`src/hdl/ipv6ehw_pkg.sv`:
```
`default_nettype none

package ipv6ehw_pkg;

  // Default width of the byte positions kept by the walker.
  localparam int OFFSET_BITS_DEF = 16;

  // Length of the fixed IPv6 base header and the place of its next-header byte.
  localparam int BASE_HDR_LEN = 40;
  localparam int BASE_NH_POS  = 6;

  // Width of one result offset on the result channel.
  localparam int OUT_OFFSET_W = 16;

  // Next-header codes that the walker recognises.
  localparam logic [7:0] NH_ICMP4   = 8'd1;
  localparam logic [7:0] NH_TCP     = 8'd6;
  localparam logic [7:0] NH_UDP     = 8'd17;
  localparam logic [7:0] NH_ROUTING = 8'd43;
  localparam logic [7:0] NH_FRAG    = 8'd44;
  localparam logic [7:0] NH_ICMP6   = 8'd58;
  localparam logic [7:0] NH_DSTOPT  = 8'd60;

  typedef enum logic [1:0] {
    ST_FOUND       = 2'd0,
    ST_UNSUPPORTED = 2'd1,
    ST_TRUNCATED   = 2'd2,
    ST_OVERFLOW    = 2'd3
  } status_t;

  // One packet byte with its framing marks.
  typedef struct packed {
    logic [7:0] data;
    logic       first;
    logic       last;
  } beat_t;

  // Outcome of one step of the walk.
  typedef struct packed {
    logic                    emit;
    logic [7:0]              protocol;
    logic [OUT_OFFSET_W-1:0] offset;
    status_t                 status;
  } result_t;

endpackage

`default_nettype wire

```
`src/hdl/ipv6ehw_walk.sv`:
```
`default_nettype none

module ipv6ehw_walk
  import ipv6ehw_pkg::*;
#(
  parameter int OFFSET_BITS = OFFSET_BITS_DEF
) (
  input  wire     clk,
  input  wire     rst_n,
  input  wire     beat_valid,
  input  wire     advance,
  input  beat_t   beat,
  output result_t res
);

  localparam int PW = OFFSET_BITS;
  localparam int NW = OFFSET_BITS + 1;
  // The routing length sum needs room for the header start plus 2048.
  localparam int SW = ((OFFSET_BITS > 12) ? OFFSET_BITS : 12) + 1;

  localparam logic [NW-1:0] POS_MAX_N = {1'b0, {PW{1'b1}}};
  localparam logic [SW-1:0] POS_MAX_S = SW'({PW{1'b1}});

  typedef enum logic [1:0] {
    KIND_BASE  = 2'd0,
    KIND_ROUTE = 2'd1,
    KIND_FRAG  = 2'd2
  } kind_t;

  logic [PW-1:0] pos_r, pos_nxt;
  logic [PW-1:0] hs_r, hs_nxt;
  logic [NW-1:0] ns_r, ns_nxt;
  logic [7:0]    pend_r, pend_nxt;
  kind_t         kind_r, kind_nxt;
  logic          done_r, done_nxt;

  // State as seen by this byte, after a restart on the first mark.
  logic [PW-1:0] pos_e, hs_e;
  logic [NW-1:0] ns_e;
  logic [7:0]    pend_e;
  kind_t         kind_e;
  logic          done_e;

  logic [PW-1:0] rel;
  logic          capture;
  logic [7:0]    pend_a;
  logic          route_len;
  logic [SW-1:0] ns_sum;
  logic          route_ovf;
  logic [NW-1:0] ns_a;
  logic [NW-1:0] pos_inc;
  logic          hit;
  logic [PW-1:0] hs_chain;
  logic [NW-1:0] ns_chain;
  result_t       res_c;

  always_comb begin
    if (beat.first) begin
      pos_e  = '0;
      hs_e   = '0;
      ns_e   = NW'(BASE_HDR_LEN);
      pend_e = '0;
      kind_e = KIND_BASE;
      done_e = 1'b0;
    end else begin
      pos_e  = pos_r;
      hs_e   = hs_r;
      ns_e   = ns_r;
      pend_e = pend_r;
      kind_e = kind_r;
      done_e = done_r;
    end
  end

  always_comb begin
    rel       = pos_e - hs_e;
    capture   = (kind_e == KIND_BASE) ? (pos_e == PW'(BASE_NH_POS)) : (rel == '0);
    pend_a    = capture ? beat.data : pend_e;
    route_len = (kind_e == KIND_ROUTE) && (rel == PW'(1));
    ns_sum    = SW'(hs_e) + SW'({beat.data, 3'b000}) + SW'(8);
    route_ovf = route_len && (ns_sum > POS_MAX_S);
    ns_a      = route_len ? ns_sum[NW-1:0] : ns_e;
    pos_inc   = NW'(pos_e) + NW'(1);
    hit       = (pos_inc == ns_a);
    hs_chain  = ns_a[PW-1:0];
    ns_chain  = NW'(hs_chain) + NW'(8);

    pos_nxt  = pos_e;
    hs_nxt   = hs_e;
    ns_nxt   = ns_a;
    pend_nxt = pend_a;
    kind_nxt = kind_e;
    done_nxt = done_e;

    res_c.emit     = 1'b0;
    res_c.protocol = pend_a;
    res_c.offset   = '0;
    res_c.status   = ST_FOUND;

    if (!done_e) begin
      if (route_ovf) begin
        res_c.emit   = 1'b1;
        res_c.status = ST_OVERFLOW;
      end else begin
        if (hit) begin
          case (pend_a)
            NH_ICMP4, NH_TCP, NH_UDP, NH_ICMP6: begin
              res_c.emit   = 1'b1;
              res_c.offset = OUT_OFFSET_W'(ns_a);
              res_c.status = ST_FOUND;
            end
            NH_ROUTING, NH_DSTOPT, NH_FRAG: begin
              kind_nxt = (pend_a == NH_FRAG) ? KIND_FRAG : KIND_ROUTE;
              hs_nxt   = hs_chain;
              ns_nxt   = ns_chain;
              if (ns_chain > POS_MAX_N) begin
                res_c.emit   = 1'b1;
                res_c.status = ST_OVERFLOW;
              end
            end
            default: begin
              res_c.emit   = 1'b1;
              res_c.offset = OUT_OFFSET_W'(ns_a);
              res_c.status = ST_UNSUPPORTED;
            end
          endcase
        end
        if (!res_c.emit) begin
          pos_nxt = pos_inc[PW-1:0];
          if (beat.last) begin
            res_c.emit     = 1'b1;
            res_c.protocol = 8'd0;
            res_c.offset   = OUT_OFFSET_W'(pos_inc);
            res_c.status   = ST_TRUNCATED;
          end
        end
      end
      if (res_c.emit) begin
        done_nxt = 1'b1;
      end
    end
  end

  always_comb begin
    res      = res_c;
    res.emit = beat_valid && res_c.emit;
  end

  always_ff @(posedge clk) begin
    if (!rst_n) begin
      pos_r  <= '0;
      hs_r   <= '0;
      ns_r   <= NW'(BASE_HDR_LEN);
      pend_r <= '0;
      kind_r <= KIND_BASE;
      done_r <= 1'b0;
    end else if (advance) begin
      pos_r  <= pos_nxt;
      hs_r   <= hs_nxt;
      ns_r   <= ns_nxt;
      pend_r <= pend_nxt;
      kind_r <= kind_nxt;
      done_r <= done_nxt;
    end
  end

endmodule

`default_nettype wire

```
`src/hdl/ipv6_extension_header_walker.sv`:
```
// IPv6 extension header walker.
// A packet enters on the in_ channel one byte per beat: in_tuser marks the
// first byte of a packet (the walk restarts there) and in_tlast its final
// byte. The walker follows the next-header chain through routing,
// destination-options and fragment headers and gives at most one result
// beat per packet on the out_ channel: the transport protocol and its byte
// offset, or an unsupported, truncated or offset-overflow status.
// Each byte is taken into an input register, evaluated there by one short
// compare-and-add path against the walk state, and a result is written to
// an output register, from which the result beat is offered on out_. One
// byte can be taken every cycle, except while a second result is held
// back by a stalled receiver.
// While a result waits on a stalled receiver, bytes that give no result
// keep flowing; only a byte that would give a second result is held in the
// input register, and in_tready falls behind it.
// Synchronous reset clears both registers and returns the walk to the start
// of a packet, so bytes after reset are read as a packet at offset zero.
`default_nettype none

module ipv6_extension_header_walker
  import ipv6ehw_pkg::*;
#(
  parameter int OFFSET_BITS = OFFSET_BITS_DEF
) (
  input  wire         clk,
  input  wire         rst_n,
  input  wire         in_tvalid,
  output logic        in_tready,
  input  wire  [7:0]  in_tdata,   // [7:0] data_byte
  input  wire         in_tuser,   // [0] first_byte
  input  wire         in_tlast,   // last_byte
  output logic        out_tvalid,
  input  wire         out_tready,
  output logic [23:0] out_tdata,  // [7:0] protocol, [23:8] transport_offset
  output logic [1:0]  out_tuser   // [1:0] status
);

  // Input register: one byte beat waiting to be walked.
  logic    s1_valid_r, s1_valid_nxt;
  beat_t   s1_beat_r;
  logic    s1_adv;
  logic    s1_fire;
  result_t res;

  // Output register: the result beat offered downstream.
  logic    out_valid_r, out_valid_nxt;
  result_t out_res_r;

  // A byte leaves the input register unless it carries a result and the
  // output register is still full and not being drained.
  assign s1_adv    = !res.emit || !out_valid_r || out_tready;
  assign s1_fire   = s1_valid_r && s1_adv;
  assign in_tready = !s1_valid_r || s1_adv;

  assign s1_valid_nxt = in_tready ? in_tvalid : s1_valid_r;

  always_comb begin
    if (s1_fire && res.emit) begin
      out_valid_nxt = 1'b1;
    end else if (out_tready) begin
      out_valid_nxt = 1'b0;
    end else begin
      out_valid_nxt = out_valid_r;
    end
  end

  always_ff @(posedge clk) begin
    if (!rst_n) begin
      s1_valid_r  <= 1'b0;
      out_valid_r <= 1'b0;
    end else begin
      s1_valid_r  <= s1_valid_nxt;
      out_valid_r <= out_valid_nxt;
    end
  end

  always_ff @(posedge clk) begin
    if (in_tready && in_tvalid) begin
      s1_beat_r.data  <= in_tdata;
      s1_beat_r.first <= in_tuser;
      s1_beat_r.last  <= in_tlast;
    end
    if (s1_fire && res.emit) begin
      out_res_r <= res;
    end
  end

  ipv6ehw_walk #(
    .OFFSET_BITS (OFFSET_BITS)
  ) u_walk (
    .clk        (clk),
    .rst_n      (rst_n),
    .beat_valid (s1_valid_r),
    .advance    (s1_fire),
    .beat       (s1_beat_r),
    .res        (res)
  );

  assign out_tvalid = out_valid_r;
  assign out_tdata  = {out_res_r.offset, out_res_r.protocol};
  assign out_tuser  = out_res_r.status;

endmodule

`default_nettype wire
```
`config.mk`:
```
export PLATFORM = sky130hd
export DESIGN_NAME = ipv6_extension_header_walker
export DESIGN_NICKNAME = d
export VERILOG_FILES = /design/src/hdl/ipv6ehw_pkg.sv /design/src/hdl/ipv6ehw_walk.sv /design/src/hdl/ipv6_extension_header_walker.sv
export SDC_FILE = /design/constraint.sdc
export NUM_CORES = 1
export LEC_CHECK = 0
export ABC_AREA = 1
export BUFFER_PORTS_ARGS = -buffer_cell sky130_fd_sc_hd__buf_2
export CAP_MARGIN = 40
export CORE_MARGIN = 4
export CORE_UTILIZATION = 55
export DETAILED_ROUTE_END_ITERATION = 6
export PLACE_DENSITY = 0.73
export SETUP_SLACK_MARGIN = 0.02
export SYNTH_ARGS = -nofsm -noshare
export SYNTH_HDL_FRONTEND = slang
export SYNTH_HIERARCHICAL = 1
export SYNTH_SLANG_ARGS = --single-unit
```
`constraint.sdc`:
```
create_clock -name clk -period 13.1 [get_ports clk]
set_input_delay 1.31 -clock clk [delete_from_list [all_inputs] [get_ports clk]]
set_output_delay 1.31 -clock clk [all_outputs]
set_load 0.01 [all_outputs]
```
==> impl_metrics.prom <==
# TYPE chip_impl_metric gauge
chip_impl_metric{name="final_area",unit="mm^2"} 0.00903
chip_impl_metric{name="path_clk_slew",unit="ns"} 0.08
chip_impl_metric{name="detail_route.drc_violations",unit=""} 0
chip_impl_metric{name="report.final.hold_viol_count",unit=""} 0
chip_impl_metric{name="synth-seq-cells",unit=""} 98
chip_impl_metric{name="die_height",unit="um"} 132
chip_impl_metric{name="grt_antenna_before_repair",unit=""} 0
chip_impl_metric{name="critical_path.n_buffers_inverters",unit=""} 7
chip_impl_metric{name="combinationalPowerShare",unit="%"} 18.5
chip_impl_metric{name="grt_max_degree",unit=""} 52
chip_impl_info{name="hold_start",value="u_walk/ns_r[7]"} 1
chip_impl_metric{name="place.gp.congestion",unit=""} 0.959
chip_impl_metric{name="post_synth_and_or_nand_nor_area_fraction",unit="%"} 39.7
chip_impl_metric{name="chipWidth",unit="um"} 132
chip_impl_metric{name="report.final.setup_viol",unit=""} 0
chip_impl_metric{name="vdd_drop_max",unit="mV"} 0.0788
chip_impl_metric{name="initial_utilization",unit="%"} 56.9
chip_impl_metric{name="critical_path_peak_fanout",unit=""} 42
chip_impl_metric{name="seq_power_share",unit="%"} 44.8
chip_impl_metric{name="row_count",unit=""} 44
chip_impl_metric{name="firstDrtPassIters",unit=""} 7
chip_impl_info{name="timing.rr.end",value="u_walk/pos_r[5]"} 1
chip_impl_metric{name="worst_ep_required_time",unit="ns"} 11.79
chip_impl_metric{name="post_synth_xor_area_fraction",unit="%"} 4.47
chip_impl_metric{name="portBuffers",unit=""} 41
chip_impl_metric{name="cts-root-to-sink-buffers",unit=""} 2
chip_impl_metric{name="place_hpwl",unit="mm"} 20.4
chip_impl_metric{name="route.vias.total",unit=""} 8774
chip_impl_info{name="netlist_top_cells_count",value="sky130_fd_sc_hd__nand2_1 (363), sky130_fd_sc_hd__inv_1 (200), sky130_fd_sc_hd__nor2_1 (148)"} 1
chip_impl_metric{name="postRouteWirelength",unit="mm"} 26.4
chip_impl_metric{name="whs_path_depth",unit=""} 2
chip_impl_metric{name="clock_power_share",unit="%"} 36.8
chip_impl_metric{name="clock_sinks",unit=""} 98
chip_impl_metric{name="placed_cell_area",unit="mm^2"} 0.00872
chip_impl_metric{name="count_of_flip_flops_with_a_built_in_enable_after_synthesis",unit=""} 36
chip_impl_metric{name="via_per_inst",unit=""} 5.72
chip_impl_metric{name="drv.max_cap_violation_count",unit=""} 0
chip_impl_metric{name="internal_power_summed_over_all_cells",unit="uW"} 504
chip_impl_metric{name="finalCriticalPeriod",unit="ns"} 7.83
chip_impl_metric{name="timing_worst_slew_pin_value",unit="ns"} 0.894
chip_impl_metric{name="share_of_cell_area_taken_by_muxes_after_synthesis",unit="%"} 0
chip_impl_metric{name="hold_buffers",unit=""} 0
chip_impl_metric{name="power_per_cell_area",unit="mW/mm^2"} 82.0
chip_impl_metric{name="max_slew_headroom_at_the_worst_pin",unit="%"} 40.4
chip_impl_metric{name="postCtsSetupBuffers",unit=""} 0
chip_impl_metric{name="post_synth_instance_area",unit="mm^2"} 0.00839
chip_impl_metric{name="power.switching",unit="uW"} 237
chip_impl_info{name="synth.top_cells.by_area",value="sky130_fd_sc_hd__nand2_1 (16%), sky130_fd_sc_hd__dfxtp_1 (15%), sky130_fd_sc_hd__edfxtp_1 (13%)"} 1
chip_impl_info{name="worst_setup_path_end_kind",value="output port"} 1
chip_impl_info{name="cts_tree",value="built"} 1
chip_impl_info{name="clock-root-buffer",value="sky130_fd_sc_hd__clkbuf_16"} 1
chip_impl_info{name="dominant_combinational_cell_family_by_area_after_synthesis",value="simple AND/OR/NAND/NOR gates"} 1
chip_impl_metric{name="design.die.area",unit="mm^2"} 0.0173
chip_impl_metric{name="drtIter0Drc",unit=""} 1092
chip_impl_metric{name="post-synth-top-area-fraction",unit="%"} 16.2
chip_impl_info{name="min_to",value="u_walk/ns_r[7]"} 1
chip_impl_metric{name="synth_fa_ha_area_share",unit="%"} 4.86
chip_impl_metric{name="timing.fmax",unit="MHz"} 128
chip_impl_metric{name="num-nets-final",unit=""} 1392
chip_impl_metric{name="synthToLayoutAreaGrowth",unit="%"} 7.56
chip_impl_info{name="rsz0062_at_grt",value="no"} 1
chip_impl_metric{name="holdWs",unit="ns"} 0.473
chip_impl_metric{name="top_level_port_count",unit=""} 42
chip_impl_metric{name="wire_length_of_the_first_global_routing_pass",unit="mm"} 41.5
chip_impl_metric{name="n_fill_cell",unit=""} 1487
chip_impl_metric{name="post_synth.cell_area_avg",unit="um^2"} 6.32
chip_impl_metric{name="yosysWarningCount",unit=""} 6
chip_impl_metric{name="synth_cell_types",unit=""} 54
chip_impl_metric{name="critPathMaxStageDelay",unit="ns"} 0.69
chip_impl_metric{name="postSynthCellCount",unit=""} 1327
chip_impl_metric{name="period_utilization_post_route",unit="%"} 59.8
chip_impl_metric{name="core_area",unit="mm^2"} 0.0148
chip_impl_metric{name="detail_route.wl_per_cell",unit="um"} 17.2
chip_impl_info{name="timing.critical_path.max_delay_family",value="simple AND/OR/NAND/NOR gates"} 1
chip_impl_metric{name="cts_buffers",unit=""} 9
chip_impl_info{name="critical-path-slowest-cell",value="sky130_fd_sc_hd__inv_2"} 1
chip_impl_metric{name="clock_skew",unit="ns"} 0.0102
chip_impl_metric{name="drtAntennaViolNets",unit=""} 0
chip_impl_metric{name="synth_sequential_area_ratio",unit="%"} 27.7
chip_impl_metric{name="asyncSetResetFlopFracSynth",unit="%"} 0
chip_impl_info{name="r2r-start",value="s1_beat_r[1]"} 1
chip_impl_info{name="yosysMostFrequentCell",value="sky130_fd_sc_hd__nand2_1"} 1
chip_impl_metric{name="share_of_the_synthesized_area_in_compound_gates_ao_oa_aoi_oai",unit="%"} 11.2
chip_impl_metric{name="cts-resized-gates",unit=""} 0
chip_impl_metric{name="leakage",unit="uW"} 0.00440
chip_impl_metric{name="total_power",unit="uW"} 741
chip_impl_metric{name="grt_util_all_layers",unit="%"} 30.1
chip_impl_metric{name="via_count_of_the_first_global_routing_pass",unit=""} 7730
chip_impl_metric{name="power.switching_fraction",unit="%"} 32.0
chip_impl_metric{name="grt_overflow_total",unit=""} 0
chip_impl_info{name="worstSetupStartpointType",value="flop"} 1
chip_impl_info{name="yosys.area.top_type",value="sky130_fd_sc_hd__nand2_1"} 1
chip_impl_metric{name="antenna_cells_inserted",unit=""} 0
chip_impl_metric{name="ff2ff_setup_slack",unit="ns"} 5.49
chip_impl_metric{name="synth_fp_nets",unit=""} 1373
chip_impl_metric{name="fin_setup_tns",unit="ns"} 0
chip_impl_info{name="run_status",value="complete, no violations"} 1
chip_impl_info{name="min_path_type",value="reg -> reg"} 1
chip_impl_info{name="ys_flop_type",value="sky130_fd_sc_hd__dfxtp_1"} 1
chip_impl_metric{name="final_number_of_max_transition_violations",unit=""} 0
chip_impl_metric{name="reg2reg_depth",unit=""} 29
chip_impl_metric{name="worst_ep_arrival_time",unit="ns"} 6.52
chip_impl_metric{name="worst_skew_pair.late_latency",unit="ns"} 0.37
chip_impl_info{name="criticalPathCategory",value="reg -> out"} 1
chip_impl_metric{name="final_layout_size_suffix_gt1_share",unit="%"} 11.0
chip_impl_metric{name="clock_tree.htree_level_count",unit=""} 3
## worst max path at each step
| stage | from | to | depth (start not counted) |
|---|---|---|---|
| 2_1_floorplan | s1_beat_r[1] | in_tready | 31 |
| 6_report | s1_beat_r[1] | in_tready | 25 |
| 5_1_grt | s1_beat_r[1] | in_tready | 25 |
| 3_3_place_gp | s1_beat_r[1] | u_walk/pos_r[6] | 33 |
| 4_1_cts | s1_beat_r[1] | in_tready | 27 |
| 3_5_place_dp | s1_beat_r[1] | u_walk/pos_r[7] | 29 |
## cells in the final DEF (no fill, tap or decap), drive strengths merged, types with 36 or more instances in the layout
cell type,netlist,layout
nand2,389,389
inv,212,215
nor2,162,162
nand3,127,127
a21oi,68,68
o21ai,67,67
dfxtp,62,62
buf,15,47
edfxtp,36,36
## final cells by class
class                   count  area (um^2)  area share (%)
clock buffers               9          225            2.49
clock inverters             7         81.3           0.901
inverters                 215          807            8.94
multi-input cells         975         5070            56.2
flip-flops and latches     98         2320            25.7
well taps                 184          230            2.55
repair buffers             47          290            3.22
## flip-flops by register name (all words and copies together) (netlist names)
| register | count |
|---|---|
| out_tdata | 24 |
| out_tuser | 2 |
| out_tvalid | 1 |
| s1_beat_r | 10 |
| s1_valid_r | 1 |
| u_walk/done_r | 1 |
| u_walk/hs_r | 16 |
| u_walk/kind_r | 2 |
| u_walk/ns_r | 17 |
| u_walk/pend_r | 8 |
| u_walk/pos_r | 16 |
## worst min-delay path: cells and delay by family (launching register included)
family	cells	cell delay (ns)
flops	1	0.31
simple gates	1	0.06
compound gates	1	0.06
## cells by family (layout without fill, tap and decap cells)
group | Yosys count | in the layout
and+or+nand+nor | 736 | 736
xor gates and xnor gates | 42 | 42
adders and majority gates | 32 | 32
AOI/OAI and AO/OA | 165 | 165
DFF | 98 | 98
buffers and inverters | 254 | 278
## power groups by stage
stage | clock, uW | sequential, uW | combinational [uW]
floorplan | 0 | 336 | 101
global placement | 0 | 338 | 131
global route | 289 | 332 | 152
finish | 272 | 331 | 137
CTS | 278 | 331 | 134
detailed placement | 0 | 338 | 133
## per-stage QoR
stage / cells / util (%) / setup slack [ns]
floorplan: 1327 / - / 7.12
global route: 1535 / 61.2 / 4.78
finish: 1535 / 61.2 / 5.27
CTS: 1535 / 61.2 / 5.36
detailed placement: 1519 / 59.1 / 5.68
global placement: 1517 / 58.7 / 5.94
## layer usage
| metal | routed length (um) | global-route usage, % | part of all wire [%] | vias to the layer above |
|---|---|---|---|---|
| li1 | - | - | - | 4281 |
| met1 | 11300 | 42.4 | 43 | 3932 |
| met2 | 11400 | 45.9 | 43 | 485 |
| met3 | 2760 | 5.08 | 10 | 76 |
| met4 | 1010 | 12.3 | 3.8 | 0 |
| met5 | 0 | 0 | 0 | - |
Note: power is estimated with default switching activity, not from simulation.
